**config.mk**
```make
export PLATFORM = sky130hd
export DESIGN_NAME = nearest_upsample_3d_x2
export DESIGN_NICKNAME = d
export VERILOG_FILES = /design/src/hw/rtl/nus3_pkg.sv /design/src/hw/rtl/nus3_queue.sv /design/src/hw/rtl/nus3_front.sv /design/src/hw/rtl/nus3_back.sv /design/src/hw/rtl/nearest_upsample_3d_x2.sv
export VERILOG_INCLUDE_DIRS = /design/src /design/src/hw/rtl
export SDC_FILE = /design/constraint.sdc
export NUM_CORES = 2
export LEC_CHECK = 0
export BUFFER_PORTS_ARGS = -buffer_cell sky130_fd_sc_hd__buf_2
export CORE_UTILIZATION = 51
export DETAILED_ROUTE_END_ITERATION = 6
export GPL_ROUTABILITY_DRIVEN = 0
export PLACE_DENSITY_LB_ADDON = 0.1
export SETUP_SLACK_MARGIN = 0.1
export SLEW_MARGIN = 20
export SYNTH_ARGS = -nofsm -noshare
export SYNTH_HDL_FRONTEND = slang
export SYNTH_SLANG_ARGS = --single-unit
```
**constraint.sdc**
```tcl
create_clock -name i_clk -period 16.77 [get_ports i_clk]
set_input_delay 0 -clock i_clk [delete_from_list [all_inputs] [get_ports i_clk]]
set_output_delay 0 -clock i_clk [all_outputs]
set_load 0.05 [all_outputs]
```
**src/hw/rtl/nearest_upsample_3d_x2_macros.svh**
```systemverilog
// ----------------------------------------------------------------------------
// Assertion macros for the nearest_upsample_3d_x2 block
// Each macro names its label, clock and active-low reset, then the property.
// ----------------------------------------------------------------------------
`ifndef NEAREST_UPSAMPLE_3D_X2_MACROS_SVH
`define NEAREST_UPSAMPLE_3D_X2_MACROS_SVH

`ifndef NO_ASSERTIONS

// Same-cycle implication.
`define NUS3_ASSERT_NOW(label, clk, rst_n, ante, cons) \
    label: assert property (@(posedge clk) disable iff (!rst_n) (ante) |-> (cons)) \
        else $error("nearest_upsample_3d_x2: same-cycle check failed");

// Next-cycle implication.
`define NUS3_ASSERT_NEXT(label, clk, rst_n, ante, cons) \
    label: assert property (@(posedge clk) disable iff (!rst_n) (ante) |=> (cons)) \
        else $error("nearest_upsample_3d_x2: next-cycle check failed");

`else

`define NUS3_ASSERT_NOW(label, clk, rst_n, ante, cons)
`define NUS3_ASSERT_NEXT(label, clk, rst_n, ante, cons)

`endif

`endif

```
**src/hw/rtl/nus3_pkg.sv**
```systemverilog
`timescale 1ns / 1ps
// ----------------------------------------------------------------------------
// nus3_pkg
// Shared constants and types of the 3D nearest-neighbor x2 upsampler.
// ----------------------------------------------------------------------------
package nus3_pkg;

    // Default sizing, handed to the top-level parameters.
    localparam int DEF_MAX_CHANNELS = 1024;
    localparam int DEF_MAX_EXTENT   = 2048;
    localparam int DEF_INDEX_WIDTH  = 32;

    // Fixed field widths.
    localparam int SAMPLE_W    = 32;
    localparam int DEST_W      = 32;
    localparam int CHAN_REG_W  = 11;
    localparam int EXT_REG_W   = 12;
    localparam int BATCH_REG_W = 16;

    // Configuration port.
    localparam int CFG_IDX_W  = 3;
    localparam int CFG_DATA_W = 16;

    typedef logic [CFG_IDX_W-1:0] t_cfg_index;

    localparam t_cfg_index REG_CHANNEL_COUNT = 3'd0;
    localparam t_cfg_index REG_IN_WIDTH      = 3'd1;
    localparam t_cfg_index REG_IN_HEIGHT     = 3'd2;
    localparam t_cfg_index REG_IN_DEPTH      = 3'd3;
    localparam t_cfg_index REG_BATCH_COUNT   = 3'd4;

    // Entries in the queue between front and back.
    localparam int QUEUE_DEPTH = 4;

    // Width of the copy counter; eight copies are emitted per input element.
    localparam int COPY_W = 3;

endpackage

```
**src/hw/rtl/nus3_queue.sv**
```systemverilog
`timescale 1ns / 1ps
// ----------------------------------------------------------------------------
// nus3_queue
// Small FIFO that decouples the front from the back.
// ----------------------------------------------------------------------------
module nus3_queue
    import nus3_pkg::*;
#(
    parameter int DATA_W = 65
) (
    input  logic              i_clk,
    input  logic              i_rst_n,
    input  logic              i_push_valid,
    output logic              o_push_ready,
    input  logic [DATA_W-1:0] i_push_data,
    output logic              o_pop_valid,
    input  logic              i_pop_ready,
    output logic [DATA_W-1:0] o_pop_data
);

    localparam int PTR_W = (QUEUE_DEPTH > 1) ? $clog2(QUEUE_DEPTH) : 1;
    localparam int CNT_W = $clog2(QUEUE_DEPTH + 1);

    logic [DATA_W-1:0] r_mem [QUEUE_DEPTH];
    logic [PTR_W-1:0]  r_wr_ptr;
    logic [PTR_W-1:0]  r_rd_ptr;
    logic [CNT_W-1:0]  r_count;
    logic              push_fire;
    logic              pop_fire;

    assign o_push_ready = (r_count != CNT_W'(QUEUE_DEPTH));
    assign o_pop_valid  = (r_count != '0);
    assign o_pop_data   = r_mem[r_rd_ptr];
    assign push_fire    = i_push_valid && o_push_ready;
    assign pop_fire     = o_pop_valid && i_pop_ready;

    always_ff @(posedge i_clk) begin
        if (push_fire) begin
            r_mem[r_wr_ptr] <= i_push_data;
        end
    end

    always_ff @(posedge i_clk) begin
        if (!i_rst_n) begin
            r_wr_ptr <= '0;
            r_rd_ptr <= '0;
            r_count  <= '0;
        end else begin
            if (push_fire) begin
                r_wr_ptr <= (r_wr_ptr == PTR_W'(QUEUE_DEPTH - 1)) ? '0 : r_wr_ptr + PTR_W'(1);
            end
            if (pop_fire) begin
                r_rd_ptr <= (r_rd_ptr == PTR_W'(QUEUE_DEPTH - 1)) ? '0 : r_rd_ptr + PTR_W'(1);
            end
            if (push_fire && !pop_fire) begin
                r_count <= r_count + CNT_W'(1);
            end else if (pop_fire && !push_fire) begin
                r_count <= r_count - CNT_W'(1);
            end
        end
    end

endmodule

```
**src/hw/rtl/nus3_front.sv**
```systemverilog
`timescale 1ns / 1ps
// ----------------------------------------------------------------------------
// nus3_front
// Holds configuration and position counters, derives the strides, and turns
// each accepted element into its corner index for the back end.
// ----------------------------------------------------------------------------
module nus3_front
    import nus3_pkg::*;
#(
    parameter int MAX_CHANNELS = DEF_MAX_CHANNELS,
    parameter int MAX_EXTENT   = DEF_MAX_EXTENT,
    parameter int INDEX_WIDTH  = DEF_INDEX_WIDTH
) (
    input  logic                   i_clk,
    input  logic                   i_rst_n,
    input  logic                   i_valid,
    output logic                   o_stall,
    input  logic [SAMPLE_W-1:0]    i_sample_bits,
    input  logic                   i_cfg_valid,
    output logic                   o_cfg_ready,
    input  t_cfg_index             i_cfg_index,
    input  logic [CFG_DATA_W-1:0]  i_cfg_data,
    output logic                   o_push_valid,
    input  logic                   i_push_ready,
    output logic [INDEX_WIDTH-1:0] o_push_corner,
    output logic [SAMPLE_W-1:0]    o_push_bits,
    output logic                   o_push_last,
    output logic [INDEX_WIDTH-1:0] o_chan_stride,
    output logic [INDEX_WIDTH-1:0] o_row_delta,
    output logic [INDEX_WIDTH-1:0] o_plane_delta
);

    localparam int IW      = INDEX_WIDTH;
    localparam int CHAN_PW = (MAX_CHANNELS > 1) ? $clog2(MAX_CHANNELS) : 1;
    localparam int EXT_PW  = (MAX_EXTENT > 1) ? $clog2(MAX_EXTENT) : 1;
    localparam int SB_W    = EXT_REG_W + 1;
    localparam int SU_MW   = IW + SB_W;
    localparam int PX_MW   = IW + EXT_PW + 1;
    localparam int CMP_W   = 17;

    // Stride setup sequencer.
    localparam logic [2:0] SU_COW   = 3'd0;
    localparam logic [2:0] SU_COWOH = 3'd1;
    localparam logic [2:0] SU_BSTEP = 3'd2;
    localparam logic [2:0] SU_DELTA = 3'd3;
    localparam logic [2:0] SU_DONE  = 3'd4;

    logic [CHAN_REG_W-1:0]  r_channel_count;
    logic [EXT_REG_W-1:0]   r_in_width;
    logic [EXT_REG_W-1:0]   r_in_height;
    logic [EXT_REG_W-1:0]   r_in_depth;
    logic [BATCH_REG_W-1:0] r_batch_count;

    logic [CHAN_REG_W-1:0]  c_lim;
    logic [EXT_REG_W-1:0]   w_lim;
    logic [EXT_REG_W-1:0]   h_lim;
    logic [EXT_REG_W-1:0]   d_lim;
    logic [BATCH_REG_W-1:0] b_lim;
    logic [IW-1:0]          c_ext;

    logic [2:0]    r_su_state;
    logic [2:0]    n_su_state;
    logic [IW-1:0] su_a;
    logic [SB_W-1:0] su_b;
    logic [SU_MW-1:0] su_prod;
    logic [IW-1:0] r_cow;
    logic [IW-1:0] r_cowoh;
    logic [IW-1:0] r_bstep;
    logic [IW-1:0] r_row_delta;
    logic [IW-1:0] r_plane_delta;

    logic [CHAN_PW-1:0]     r_chan_pos;
    logic [EXT_PW-1:0]      r_x_pos;
    logic [EXT_PW-1:0]      r_y_pos;
    logic [EXT_PW-1:0]      r_z_pos;
    logic [BATCH_REG_W-1:0] r_batch_pos;
    logic [IW-1:0]          r_batch_base;
    logic [CHAN_PW-1:0]     n_chan_pos;
    logic [EXT_PW-1:0]      n_x_pos;
    logic [EXT_PW-1:0]      n_y_pos;
    logic [EXT_PW-1:0]      n_z_pos;
    logic [BATCH_REG_W-1:0] n_batch_pos;
    logic [IW-1:0]          n_batch_base;

    logic chan_wrap;
    logic x_wrap;
    logic y_wrap;
    logic z_wrap;
    logic batch_wrap;
    logic accept;
    logic push_fire;

    logic [PX_MW-1:0] prod_x;
    logic [PX_MW-1:0] prod_y;
    logic [PX_MW-1:0] prod_z;

    logic                r_s1_valid;
    logic [IW-1:0]       r_s1_tx;
    logic [IW-1:0]       r_s1_ty;
    logic [IW-1:0]       r_s1_tz;
    logic [IW-1:0]       r_s1_base;
    logic [IW-1:0]       r_s1_chan;
    logic [SAMPLE_W-1:0] r_s1_bits;
    logic                r_s1_last;

    // Limits: zero acts as one; channel and extent values clamp to the max.
    always_comb begin
        if (r_channel_count == '0) begin
            c_lim = CHAN_REG_W'(1);
        end else if (32'(r_channel_count) > 32'(MAX_CHANNELS)) begin
            c_lim = CHAN_REG_W'(MAX_CHANNELS);
        end else begin
            c_lim = r_channel_count;
        end
        if (r_in_width == '0) begin
            w_lim = EXT_REG_W'(1);
        end else if (32'(r_in_width) > 32'(MAX_EXTENT)) begin
            w_lim = EXT_REG_W'(MAX_EXTENT);
        end else begin
            w_lim = r_in_width;
        end
        if (r_in_height == '0) begin
            h_lim = EXT_REG_W'(1);
        end else if (32'(r_in_height) > 32'(MAX_EXTENT)) begin
            h_lim = EXT_REG_W'(MAX_EXTENT);
        end else begin
            h_lim = r_in_height;
        end
        if (r_in_depth == '0) begin
            d_lim = EXT_REG_W'(1);
        end else if (32'(r_in_depth) > 32'(MAX_EXTENT)) begin
            d_lim = EXT_REG_W'(MAX_EXTENT);
        end else begin
            d_lim = r_in_depth;
        end
        b_lim = (r_batch_count == '0) ? BATCH_REG_W'(1) : r_batch_count;
    end

    assign c_ext = IW'(c_lim);

    assign o_cfg_ready = 1'b1;

    always_ff @(posedge i_clk) begin
        if (!i_rst_n) begin
            r_channel_count <= CHAN_REG_W'(1);
            r_in_width      <= EXT_REG_W'(1);
            r_in_height     <= EXT_REG_W'(1);
            r_in_depth      <= EXT_REG_W'(1);
            r_batch_count   <= BATCH_REG_W'(1);
        end else if (i_cfg_valid) begin
            unique case (i_cfg_index)
                REG_CHANNEL_COUNT: r_channel_count <= i_cfg_data[CHAN_REG_W-1:0];
                REG_IN_WIDTH:      r_in_width      <= i_cfg_data[EXT_REG_W-1:0];
                REG_IN_HEIGHT:     r_in_height     <= i_cfg_data[EXT_REG_W-1:0];
                REG_IN_DEPTH:      r_in_depth      <= i_cfg_data[EXT_REG_W-1:0];
                REG_BATCH_COUNT:   r_batch_count   <= i_cfg_data[BATCH_REG_W-1:0];
                default: ;
            endcase
        end
    end

    // One shared multiplier builds the strides after reset and after any write.
    always_comb begin
        su_a       = c_ext;
        su_b       = {w_lim, 1'b0};
        n_su_state = r_su_state;
        unique case (r_su_state)
            SU_COW: begin
                su_a       = c_ext;
                su_b       = {w_lim, 1'b0};
                n_su_state = SU_COWOH;
            end
            SU_COWOH: begin
                su_a       = r_cow;
                su_b       = {h_lim, 1'b0};
                n_su_state = SU_BSTEP;
            end
            SU_BSTEP: begin
                su_a       = r_cowoh;
                su_b       = {d_lim, 1'b0};
                n_su_state = SU_DELTA;
            end
            SU_DELTA: n_su_state = SU_DONE;
            SU_DONE:  n_su_state = SU_DONE;
            default:  n_su_state = SU_COW;
        endcase
        if (i_cfg_valid) begin
            n_su_state = SU_COW;
        end
    end

    assign su_prod = SU_MW'(su_a) * SU_MW'(su_b);

    always_ff @(posedge i_clk) begin
        if (!i_rst_n) begin
            r_su_state <= SU_COW;
        end else begin
            r_su_state <= n_su_state;
        end
    end

    always_ff @(posedge i_clk) begin
        case (r_su_state)
            SU_COW:   r_cow   <= su_prod[IW-1:0];
            SU_COWOH: r_cowoh <= su_prod[IW-1:0];
            SU_BSTEP: r_bstep <= su_prod[IW-1:0];
            SU_DELTA: begin
                r_row_delta   <= r_cow - c_ext;
                r_plane_delta <= r_cowoh - r_cow - c_ext;
            end
            default: ;
        endcase
    end

    assign o_chan_stride = c_ext;
    assign o_row_delta   = r_row_delta;
    assign o_plane_delta = r_plane_delta;

    // Input handshake.
    assign push_fire = r_s1_valid && i_push_ready;
    assign o_stall   = (r_su_state != SU_DONE) || (r_s1_valid && !i_push_ready);
    assign accept    = i_valid && !o_stall;

    // A counter at or beyond its limit minus one wraps and carries.
    assign chan_wrap  = CMP_W'(r_chan_pos)  >= CMP_W'(c_lim) - CMP_W'(1);
    assign x_wrap     = CMP_W'(r_x_pos)     >= CMP_W'(w_lim) - CMP_W'(1);
    assign y_wrap     = CMP_W'(r_y_pos)     >= CMP_W'(h_lim) - CMP_W'(1);
    assign z_wrap     = CMP_W'(r_z_pos)     >= CMP_W'(d_lim) - CMP_W'(1);
    assign batch_wrap = CMP_W'(r_batch_pos) >= CMP_W'(b_lim) - CMP_W'(1);

    always_comb begin
        n_chan_pos   = r_chan_pos;
        n_x_pos      = r_x_pos;
        n_y_pos      = r_y_pos;
        n_z_pos      = r_z_pos;
        n_batch_pos  = r_batch_pos;
        n_batch_base = r_batch_base;
        if (accept) begin
            n_chan_pos = chan_wrap ? '0 : r_chan_pos + CHAN_PW'(1);
            if (chan_wrap) begin
                n_x_pos = x_wrap ? '0 : r_x_pos + EXT_PW'(1);
                if (x_wrap) begin
                    n_y_pos = y_wrap ? '0 : r_y_pos + EXT_PW'(1);
                    if (y_wrap) begin
                        n_z_pos = z_wrap ? '0 : r_z_pos + EXT_PW'(1);
                        if (z_wrap) begin
                            if (batch_wrap) begin
                                n_batch_pos  = '0;
                                n_batch_base = '0;
                            end else begin
                                n_batch_pos  = r_batch_pos + BATCH_REG_W'(1);
                                n_batch_base = r_batch_base + r_bstep;
                            end
                        end
                    end
                end
            end
        end
    end

    always_ff @(posedge i_clk) begin
        if (!i_rst_n) begin
            r_chan_pos   <= '0;
            r_x_pos      <= '0;
            r_y_pos      <= '0;
            r_z_pos      <= '0;
            r_batch_pos  <= '0;
            r_batch_base <= '0;
        end else begin
            r_chan_pos   <= n_chan_pos;
            r_x_pos      <= n_x_pos;
            r_y_pos      <= n_y_pos;
            r_z_pos      <= n_z_pos;
            r_batch_pos  <= n_batch_pos;
            r_batch_base <= n_batch_base;
        end
    end

    // Position terms of the corner index, one multiplier each.
    assign prod_x = PX_MW'(c_ext)   * PX_MW'({r_x_pos, 1'b0});
    assign prod_y = PX_MW'(r_cow)   * PX_MW'({r_y_pos, 1'b0});
    assign prod_z = PX_MW'(r_cowoh) * PX_MW'({r_z_pos, 1'b0});

    always_ff @(posedge i_clk) begin
        if (!i_rst_n) begin
            r_s1_valid <= 1'b0;
        end else begin
            r_s1_valid <= accept || (r_s1_valid && !push_fire);
        end
    end

    always_ff @(posedge i_clk) begin
        if (accept) begin
            r_s1_tx   <= prod_x[IW-1:0];
            r_s1_ty   <= prod_y[IW-1:0];
            r_s1_tz   <= prod_z[IW-1:0];
            r_s1_base <= r_batch_base;
            r_s1_chan <= IW'(r_chan_pos);
            r_s1_bits <= i_sample_bits;
            r_s1_last <= chan_wrap && x_wrap && y_wrap && z_wrap && batch_wrap;
        end
    end

    assign o_push_valid  = r_s1_valid;
    assign o_push_corner = r_s1_base + r_s1_chan + r_s1_tx + r_s1_ty + r_s1_tz;
    assign o_push_bits   = r_s1_bits;
    assign o_push_last   = r_s1_last;

endmodule

```
**src/hw/rtl/nus3_back.sv**
```systemverilog
`timescale 1ns / 1ps
// ----------------------------------------------------------------------------
// nus3_back
// Expands one queued corner into eight copy writes, one per unstalled cycle.
// ----------------------------------------------------------------------------
module nus3_back
    import nus3_pkg::*;
#(
    parameter int INDEX_WIDTH = DEF_INDEX_WIDTH
) (
    input  logic                   i_clk,
    input  logic                   i_rst_n,
    input  logic                   i_pop_valid,
    output logic                   o_pop_ready,
    input  logic [INDEX_WIDTH-1:0] i_corner,
    input  logic [SAMPLE_W-1:0]    i_bits,
    input  logic                   i_last,
    input  logic [INDEX_WIDTH-1:0] i_chan_stride,
    input  logic [INDEX_WIDTH-1:0] i_row_delta,
    input  logic [INDEX_WIDTH-1:0] i_plane_delta,
    output logic                   o_valid,
    input  logic                   i_stall,
    output logic [DEST_W-1:0]      o_dest_index,
    output logic [SAMPLE_W-1:0]    o_dest_bits,
    output logic                   o_last_copy,
    output logic                   o_end_of_tensor
);

    localparam int IW = INDEX_WIDTH;
    localparam logic [COPY_W-1:0] FINAL_COPY = '1;
    localparam logic [COPY_W-1:0] PLANE_COPY = COPY_W'(3);

    logic                r_busy;
    logic [COPY_W-1:0]   r_copy;
    logic [IW-1:0]       r_idx;
    logic [SAMPLE_W-1:0] r_bits;
    logic                r_last;
    logic                r_out_valid;
    logic [IW-1:0]       r_out_idx;
    logic [SAMPLE_W-1:0] r_out_bits;
    logic                r_out_last_copy;
    logic                r_out_eot;
    logic                out_free;
    logic                emit;
    logic                pop_fire;
    logic [IW-1:0]       delta;

    assign out_free    = !r_out_valid || !i_stall;
    assign emit        = r_busy && out_free;
    assign o_pop_ready = !r_busy || (emit && (r_copy == FINAL_COPY));
    assign pop_fire    = i_pop_valid && o_pop_ready;

    // Copy order walks x, then y, then z; even steps move one voxel in x.
    always_comb begin
        if (!r_copy[0]) begin
            delta = i_chan_stride;
        end else if (r_copy == PLANE_COPY) begin
            delta = i_plane_delta;
        end else begin
            delta = i_row_delta;
        end
    end

    always_ff @(posedge i_clk) begin
        if (!i_rst_n) begin
            r_busy      <= 1'b0;
            r_out_valid <= 1'b0;
        end else begin
            if (pop_fire) begin
                r_busy <= 1'b1;
            end else if (emit && (r_copy == FINAL_COPY)) begin
                r_busy <= 1'b0;
            end
            if (out_free) begin
                r_out_valid <= r_busy;
            end
        end
    end

    always_ff @(posedge i_clk) begin
        if (pop_fire) begin
            r_copy <= '0;
            r_idx  <= i_corner;
            r_bits <= i_bits;
            r_last <= i_last;
        end else if (emit) begin
            r_copy <= r_copy + COPY_W'(1);
            r_idx  <= r_idx + delta;
        end
        if (emit) begin
            r_out_idx       <= r_idx;
            r_out_bits      <= r_bits;
            r_out_last_copy <= (r_copy == FINAL_COPY);
            r_out_eot       <= (r_copy == FINAL_COPY) && r_last;
        end
    end

    assign o_valid         = r_out_valid;
    assign o_dest_index    = DEST_W'(r_out_idx);
    assign o_dest_bits     = r_out_bits;
    assign o_last_copy     = r_out_last_copy;
    assign o_end_of_tensor = r_out_eot;

endmodule

```
**src/hw/rtl/nearest_upsample_3d_x2.sv**
```systemverilog
// The first copy of an element passes the front stage register, the queue, the back
// corner register and the output register. Copies go out at one copy per cycle while
// i_stall is low. Reset and every configuration write start a stride setup on one shared
// multiplier; input is stalled until it ends. Reset (i_rst_n low, synchronous) sets
// all registers to 1 and clears position counters, queue and output.
`timescale 1ns / 1ps
// ----------------------------------------------------------------------------
// nearest_upsample_3d_x2
// Nearest-neighbor 3D upsampling by two: each input element becomes eight
// output writes, each with the element value and the index of one copy.
// ----------------------------------------------------------------------------
`include "nearest_upsample_3d_x2_macros.svh"

module nearest_upsample_3d_x2
    import nus3_pkg::*;
#(
    parameter int MAX_CHANNELS = DEF_MAX_CHANNELS,
    parameter int MAX_EXTENT   = DEF_MAX_EXTENT,
    parameter int INDEX_WIDTH  = DEF_INDEX_WIDTH
) (
    input  logic                  i_clk,
    input  logic                  i_rst_n,
    // Input element channel.
    input  logic                  i_valid,
    output logic                  o_stall,
    input  logic [SAMPLE_W-1:0]   i_sample_bits,
    // Configuration write channel.
    input  logic                  i_cfg_valid,
    output logic                  o_cfg_ready,
    input  t_cfg_index            i_cfg_index,
    input  logic [CFG_DATA_W-1:0] i_cfg_data,
    // Copy write channel.
    output logic                  o_valid,
    input  logic                  i_stall,
    output logic [DEST_W-1:0]     o_dest_index,
    output logic [SAMPLE_W-1:0]   o_dest_bits,
    output logic                  o_last_copy,
    output logic                  o_end_of_tensor
);

    // A queue entry carries the corner index, the element bits and the
    // end-of-tensor mark of one element.
    localparam int Q_DATA_W = INDEX_WIDTH + SAMPLE_W + 1;

    logic                   push_valid;
    logic                   push_ready;
    logic [INDEX_WIDTH-1:0] push_corner;
    logic [SAMPLE_W-1:0]    push_bits;
    logic                   push_last;
    logic                   pop_valid;
    logic                   pop_ready;
    logic [Q_DATA_W-1:0]    pop_data;
    logic [INDEX_WIDTH-1:0] chan_stride;
    logic [INDEX_WIDTH-1:0] row_delta;
    logic [INDEX_WIDTH-1:0] plane_delta;

    // The front takes one element per transfer, advances the position
    // counters and registers the position products in one stage; the corner
    // index is summed from that stage on its way into the queue.
    nus3_front #(
        .MAX_CHANNELS (MAX_CHANNELS),
        .MAX_EXTENT   (MAX_EXTENT),
        .INDEX_WIDTH  (INDEX_WIDTH)
    ) u_front (
        .i_clk         (i_clk),
        .i_rst_n       (i_rst_n),
        .i_valid       (i_valid),
        .o_stall       (o_stall),
        .i_sample_bits (i_sample_bits),
        .i_cfg_valid   (i_cfg_valid),
        .o_cfg_ready   (o_cfg_ready),
        .i_cfg_index   (i_cfg_index),
        .i_cfg_data    (i_cfg_data),
        .o_push_valid  (push_valid),
        .i_push_ready  (push_ready),
        .o_push_corner (push_corner),
        .o_push_bits   (push_bits),
        .o_push_last   (push_last),
        .o_chan_stride (chan_stride),
        .o_row_delta   (row_delta),
        .o_plane_delta (plane_delta)
    );

    // The queue lets the front keep taking elements while the back is still
    // emitting the copies of earlier ones.
    nus3_queue #(
        .DATA_W (Q_DATA_W)
    ) u_queue (
        .i_clk        (i_clk),
        .i_rst_n      (i_rst_n),
        .i_push_valid (push_valid),
        .o_push_ready (push_ready),
        .i_push_data  ({push_corner, push_bits, push_last}),
        .o_pop_valid  (pop_valid),
        .i_pop_ready  (pop_ready),
        .o_pop_data   (pop_data)
    );

    // The back walks the eight corners with one adder and an output register.
    nus3_back #(
        .INDEX_WIDTH (INDEX_WIDTH)
    ) u_back (
        .i_clk           (i_clk),
        .i_rst_n         (i_rst_n),
        .i_pop_valid     (pop_valid),
        .o_pop_ready     (pop_ready),
        .i_corner        (pop_data[Q_DATA_W-1 -: INDEX_WIDTH]),
        .i_bits          (pop_data[SAMPLE_W:1]),
        .i_last          (pop_data[0]),
        .i_chan_stride   (chan_stride),
        .i_row_delta     (row_delta),
        .i_plane_delta   (plane_delta),
        .o_valid         (o_valid),
        .i_stall         (i_stall),
        .o_dest_index    (o_dest_index),
        .o_dest_bits     (o_dest_bits),
        .o_last_copy     (o_last_copy),
        .o_end_of_tensor (o_end_of_tensor)
    );

    // The end of the tensor is only ever flagged on the last copy of an element.
    `NUS3_ASSERT_NOW(a_eot_on_last, i_clk, i_rst_n, o_valid && o_end_of_tensor, o_last_copy)
    // Copies of one element follow without a gap once the previous one is taken.
    `NUS3_ASSERT_NEXT(a_copies_gapless, i_clk, i_rst_n, o_valid && !i_stall && !o_last_copy, o_valid)
    // All eight copies of an element carry the same bits.
    `NUS3_ASSERT_NEXT(a_copy_bits_same, i_clk, i_rst_n, o_valid && !i_stall && !o_last_copy, o_dest_bits == $past(o_dest_bits))
    // A configuration write restarts stride setup, so input is held off next cycle.
    `NUS3_ASSERT_NEXT(a_cfg_holds_input, i_clk, i_rst_n, i_cfg_valid && o_cfg_ready, o_stall)

endmodule

```
==> flow_summary.json <==
{
  "hold_class": "in -> reg",
  "layout_commonest_cell": "nand2_1",
  "syn2layout_area_growth_pct": 9.522,
  "slew_viol_final": 0,
  "grt_usage_pct": 26.38,
  "hold_slack_ns": 0.1235,
  "drive_gt1_share_pct": 6.959,
  "final_cell_mix": "nand2_1, inv_1, fa_1",
  "ys_seq_area_share_pct": 34.93,
  "crit_slowest_cell": "a221o_1",
  "crit_path_end": "u_front.r_bstep[31]$_DFFE_PP_",
  "multiInputGateArea_mm2": 0.04159,
  "cp_max_fo": 63,
  "ys.flop_type": "edfxtp_1",
  "timing.fmax_ghz": 0.1154,
  "clock-sinks": 875,
  "synth_edf_count": 704,
  "cts_buffers": 98,
  "antenna_found_initial": 3,
  "clockBufferDepth": 3,
  "worst-path-buf-inv": 5,
  "wl_per_cell_um": 21.28,
  "coreArea_mm2": 0.1361,
  "syn_area_per_cell_um2": 10.77,
  "p_leak_nw": 30.27,
  "die_h_um": 373.3,
  "route.detailed.drc": 1,
  "rsz0062_at_grt": "no",
  "relSlewSlack_pct": 22.89,
  "cts-root-buf": "clkbuf_16",
  "worst_path_most_repeated_cell": "fa_1",
  "synth_seq_cells": 875,
  "synthTopCellsByArea": "edfxtp_1, fa_1, ha_1, dfxtp_1, nand2_1",
  "timing.critical_path.arrival_ns": 9.08,
  "hold_viol": 0,
  "cpPeakStageDelay_ns": 0.84,
  "nFillCells": 11760,
  "cts_tree": "built",
  "setup_viol": 0,
  "synth_cells": 6528,
  "post_cts_resized": 0,
  "place_hpwl_um": 136800,
  "vias": 47440,
  "fin_crit_ns": 8.668,
  "rr_endpoint": "u_front.r_bstep[31]$_DFFE_PP_",
  "reg2reg_slack_ns": 8.10,
  "worstSetupStartpoint": "u_front.r_su_state[2]$_SDFF_PP0_",
  "die_w_um": 373.3,
  "ios": 125,
  "clkTransAtPathRegs_ns": 0.06,
  "clk_latency_ns": 0.74,
  "drt_wl_total_um": 181000,
  "dr.pass1.iters": 7,
  "grt_remaining_overflow": 0,
  "synth.distinct_cells": 89,
  "power_density_mw_per_mm2": 85.10,
  "vias_per_cell": 5.577,
  "crit_type": "reg -> reg",
  "start_util_pct": 51.66,
  "crit_path_start_kind": "register",
  "drt-initial-drc-count": 3431,
  "reg2reg_depth": 26,
  "grt_max_degree": 85,
  "num_rows": 135,
  "max_cap_violations": 0,
  "ir_drop_uv": 82.36,
  "cts_setup_buffers": 0,
  "violations": "DRC",
  "ff_latch_area_mm2": 0.02458,
  "htree_levels": 3,
  "hold_buffers": 96,
  "synth_top_area_share_pct": 30.06,
  "period_share_pct": 51.69,
  "crit_family": "adder cells",
  "async_flop_share_pct": 0,
  "synth_area_mm2": 0.07033,
  "endpoint_kind": "register",
  "status": "finished, violations left",
  "yosysTopAreaCell": "edfxtp_1",
  "yosysWarnings": 0,
  "grt_pass1_vias": 49080,
  "worst_pin_slew_ns": 1.148,
  "fin_tns_setup_ns": 0,
  "path_depth": 26,
  "grt_pass1_wl_um": 283500,
  "ant_nets": 0,
  "antennaDiodeCount": 0,
  "die_area_mm2": 0.1394,
  "skew_ns": 0.07097,
  "port_buffers": 123,
  "reg2reg_from": "u_front.r_su_state[2]$_SDFF_PP0_",
  "nets": 7982,
  "cp.required_ns": 17.19
}
[how the worst min path moves through the flow]
stage | slack [ns] | to | cells past startpoint | from
4_1_cts | 0.08 | u_back.o_valid$_SDFFE_PN0P_ | 4 | i_stall
6_report | 0.12 | u_back.o_valid$_SDFFE_PN0P_ | 4 | i_stall
3_3_place_gp | 0.18 | u_front.o_push_bits[25]$_DFFE_PP_ | 1 | i_sample_bits[25]
2_1_floorplan | 0.1 | u_front.o_push_bits[0]$_DFFE_PP_ | 0 | i_sample_bits[0]
5_1_grt | 0.12 | u_back.o_valid$_SDFFE_PN0P_ | 4 | i_stall
3_5_place_dp | 0.18 | u_front.o_push_bits[22]$_DFFE_PP_ | 1 | i_sample_bits[22]
[report_power, final]
part | switching [mW] | internal [mW]
Sequential | 0.175 | 2.65
Combinational | 0.999 | 0.557
Clock | 0.928 | 1.25
Total | 2.10 | 4.45
[worst reg2reg max path, stage by stage, from the launching register on]
cell and delay [ns]:
dfxtp_1 0.59, nor3b_4 0.08, buf_4 0.23, buf_4 0.35, or2_2 0.57, nor3b_1 0.31
a221o_1 0.84, nand2_1 0.20, fa_1 0.56, inv_1 0.05, fa_1 0.56, fa_1 0.45
fa_1 0.50, inv_1 0.05, fa_1 0.49, inv_1 0.05, ha_1 0.36, a21oi_1 0.26
nand2_1 0.09, a211oi_1 0.28, a211oi_1 0.11, a21oi_1 0.34, a21boi_0 0.22, nor2b_1 0.18
nor3_1 0.29, a21oi_1 0.15, xor2_1 0.20
[cells by family after synthesis]
| kind of cell | Yosys count | share of synthesized area, % |
|---|---|---|
| xor gates and xnor gates | 363 | 4.521 |
| DFF | 875 | 34.93 |
| AOI/OAI and AO/OA | 833 | 7.855 |
| other | 1 | 0.005332 |
| buffers and inverters | 1123 | 6.035 |
| adders and majority gates | 1282 | 31.18 |
| muxes | 102 | 2.612 |
| and+or+nand+nor | 1949 | 12.87 |
[cells in the mapped netlist, drive strengths merged (84+ instances only)]
| cell type | n |
|---|---|
| nand2 | 906 |
| inv | 856 |
| fa | 784 |
| edfxtp | 704 |
| ha | 498 |
| nor2 | 352 |
| and2 | 266 |
| xnor2 | 248 |
| clkbuf | 231 |
| a21oi | 225 |
| dfxtp | 171 |
| o21ai | 144 |
| xor2 | 115 |
| a21o | 84 |
[area by class of cell]
class                           instances  area share (%)
Inverter                              857           4.183
Timing Repair Buffer                  281           2.703
Multi-Input combinational cell       4531           54.00
Clock buffer                          117           3.395
Tap cell                             1781           2.893
Sequential cell                       875           31.92
Clock inverter                         64          0.9129
[metal layers]
layer,vias to the layer above,wire length (µm),GRT usage [%]
met5,-,20,0
met4,2,4485,6.421
met3,258,11760,4.064
met2,1465,83320,42.87
met1,23930,81460,37.19
li1,21790,-,-
[sequential cells by signal (all words and copies together), names as in the netlist, 12 cells and up, named ones only]
register               flops
u_front.r_bstep           31
u_front.r_in_width        12
u_back.o_dest_index       32
u_back.r_bits             32
u_front.r_s1_base         31
u_front.r_cowoh           31
u_back.o_dest_bits        32
u_front.r_s1_tx           22
u_front.r_s1_tz           30
u_front.r_s1_ty           30
u_front.o_plane_delta     32
u_back.r_idx              32
u_front.r_batch_pos       16
u_front.r_in_depth        12
u_front.o_push_bits       32
u_queue.r_mem            260
u_front.r_batch_count     16
u_front.r_cow             31
u_front.o_row_delta       32
u_front.r_batch_base      31
u_front.r_in_height       12
[per-stage QoR]
step	std cells	instance area (µm²)	setup slack (ns)	power, mW	util [%]
finish	8506	77020	8.102	6.554	56.57
CTS	8504	76960	8.139	6.606	56.53
floorplan	6529	70330	8.859	3.960	-
global route	8506	77020	7.590	6.857	56.57
global placement	8227	72680	8.405	4.383	53.38
detailed placement	8227	72680	8.187	4.404	53.38
Power figures use the tool's default switching activity.
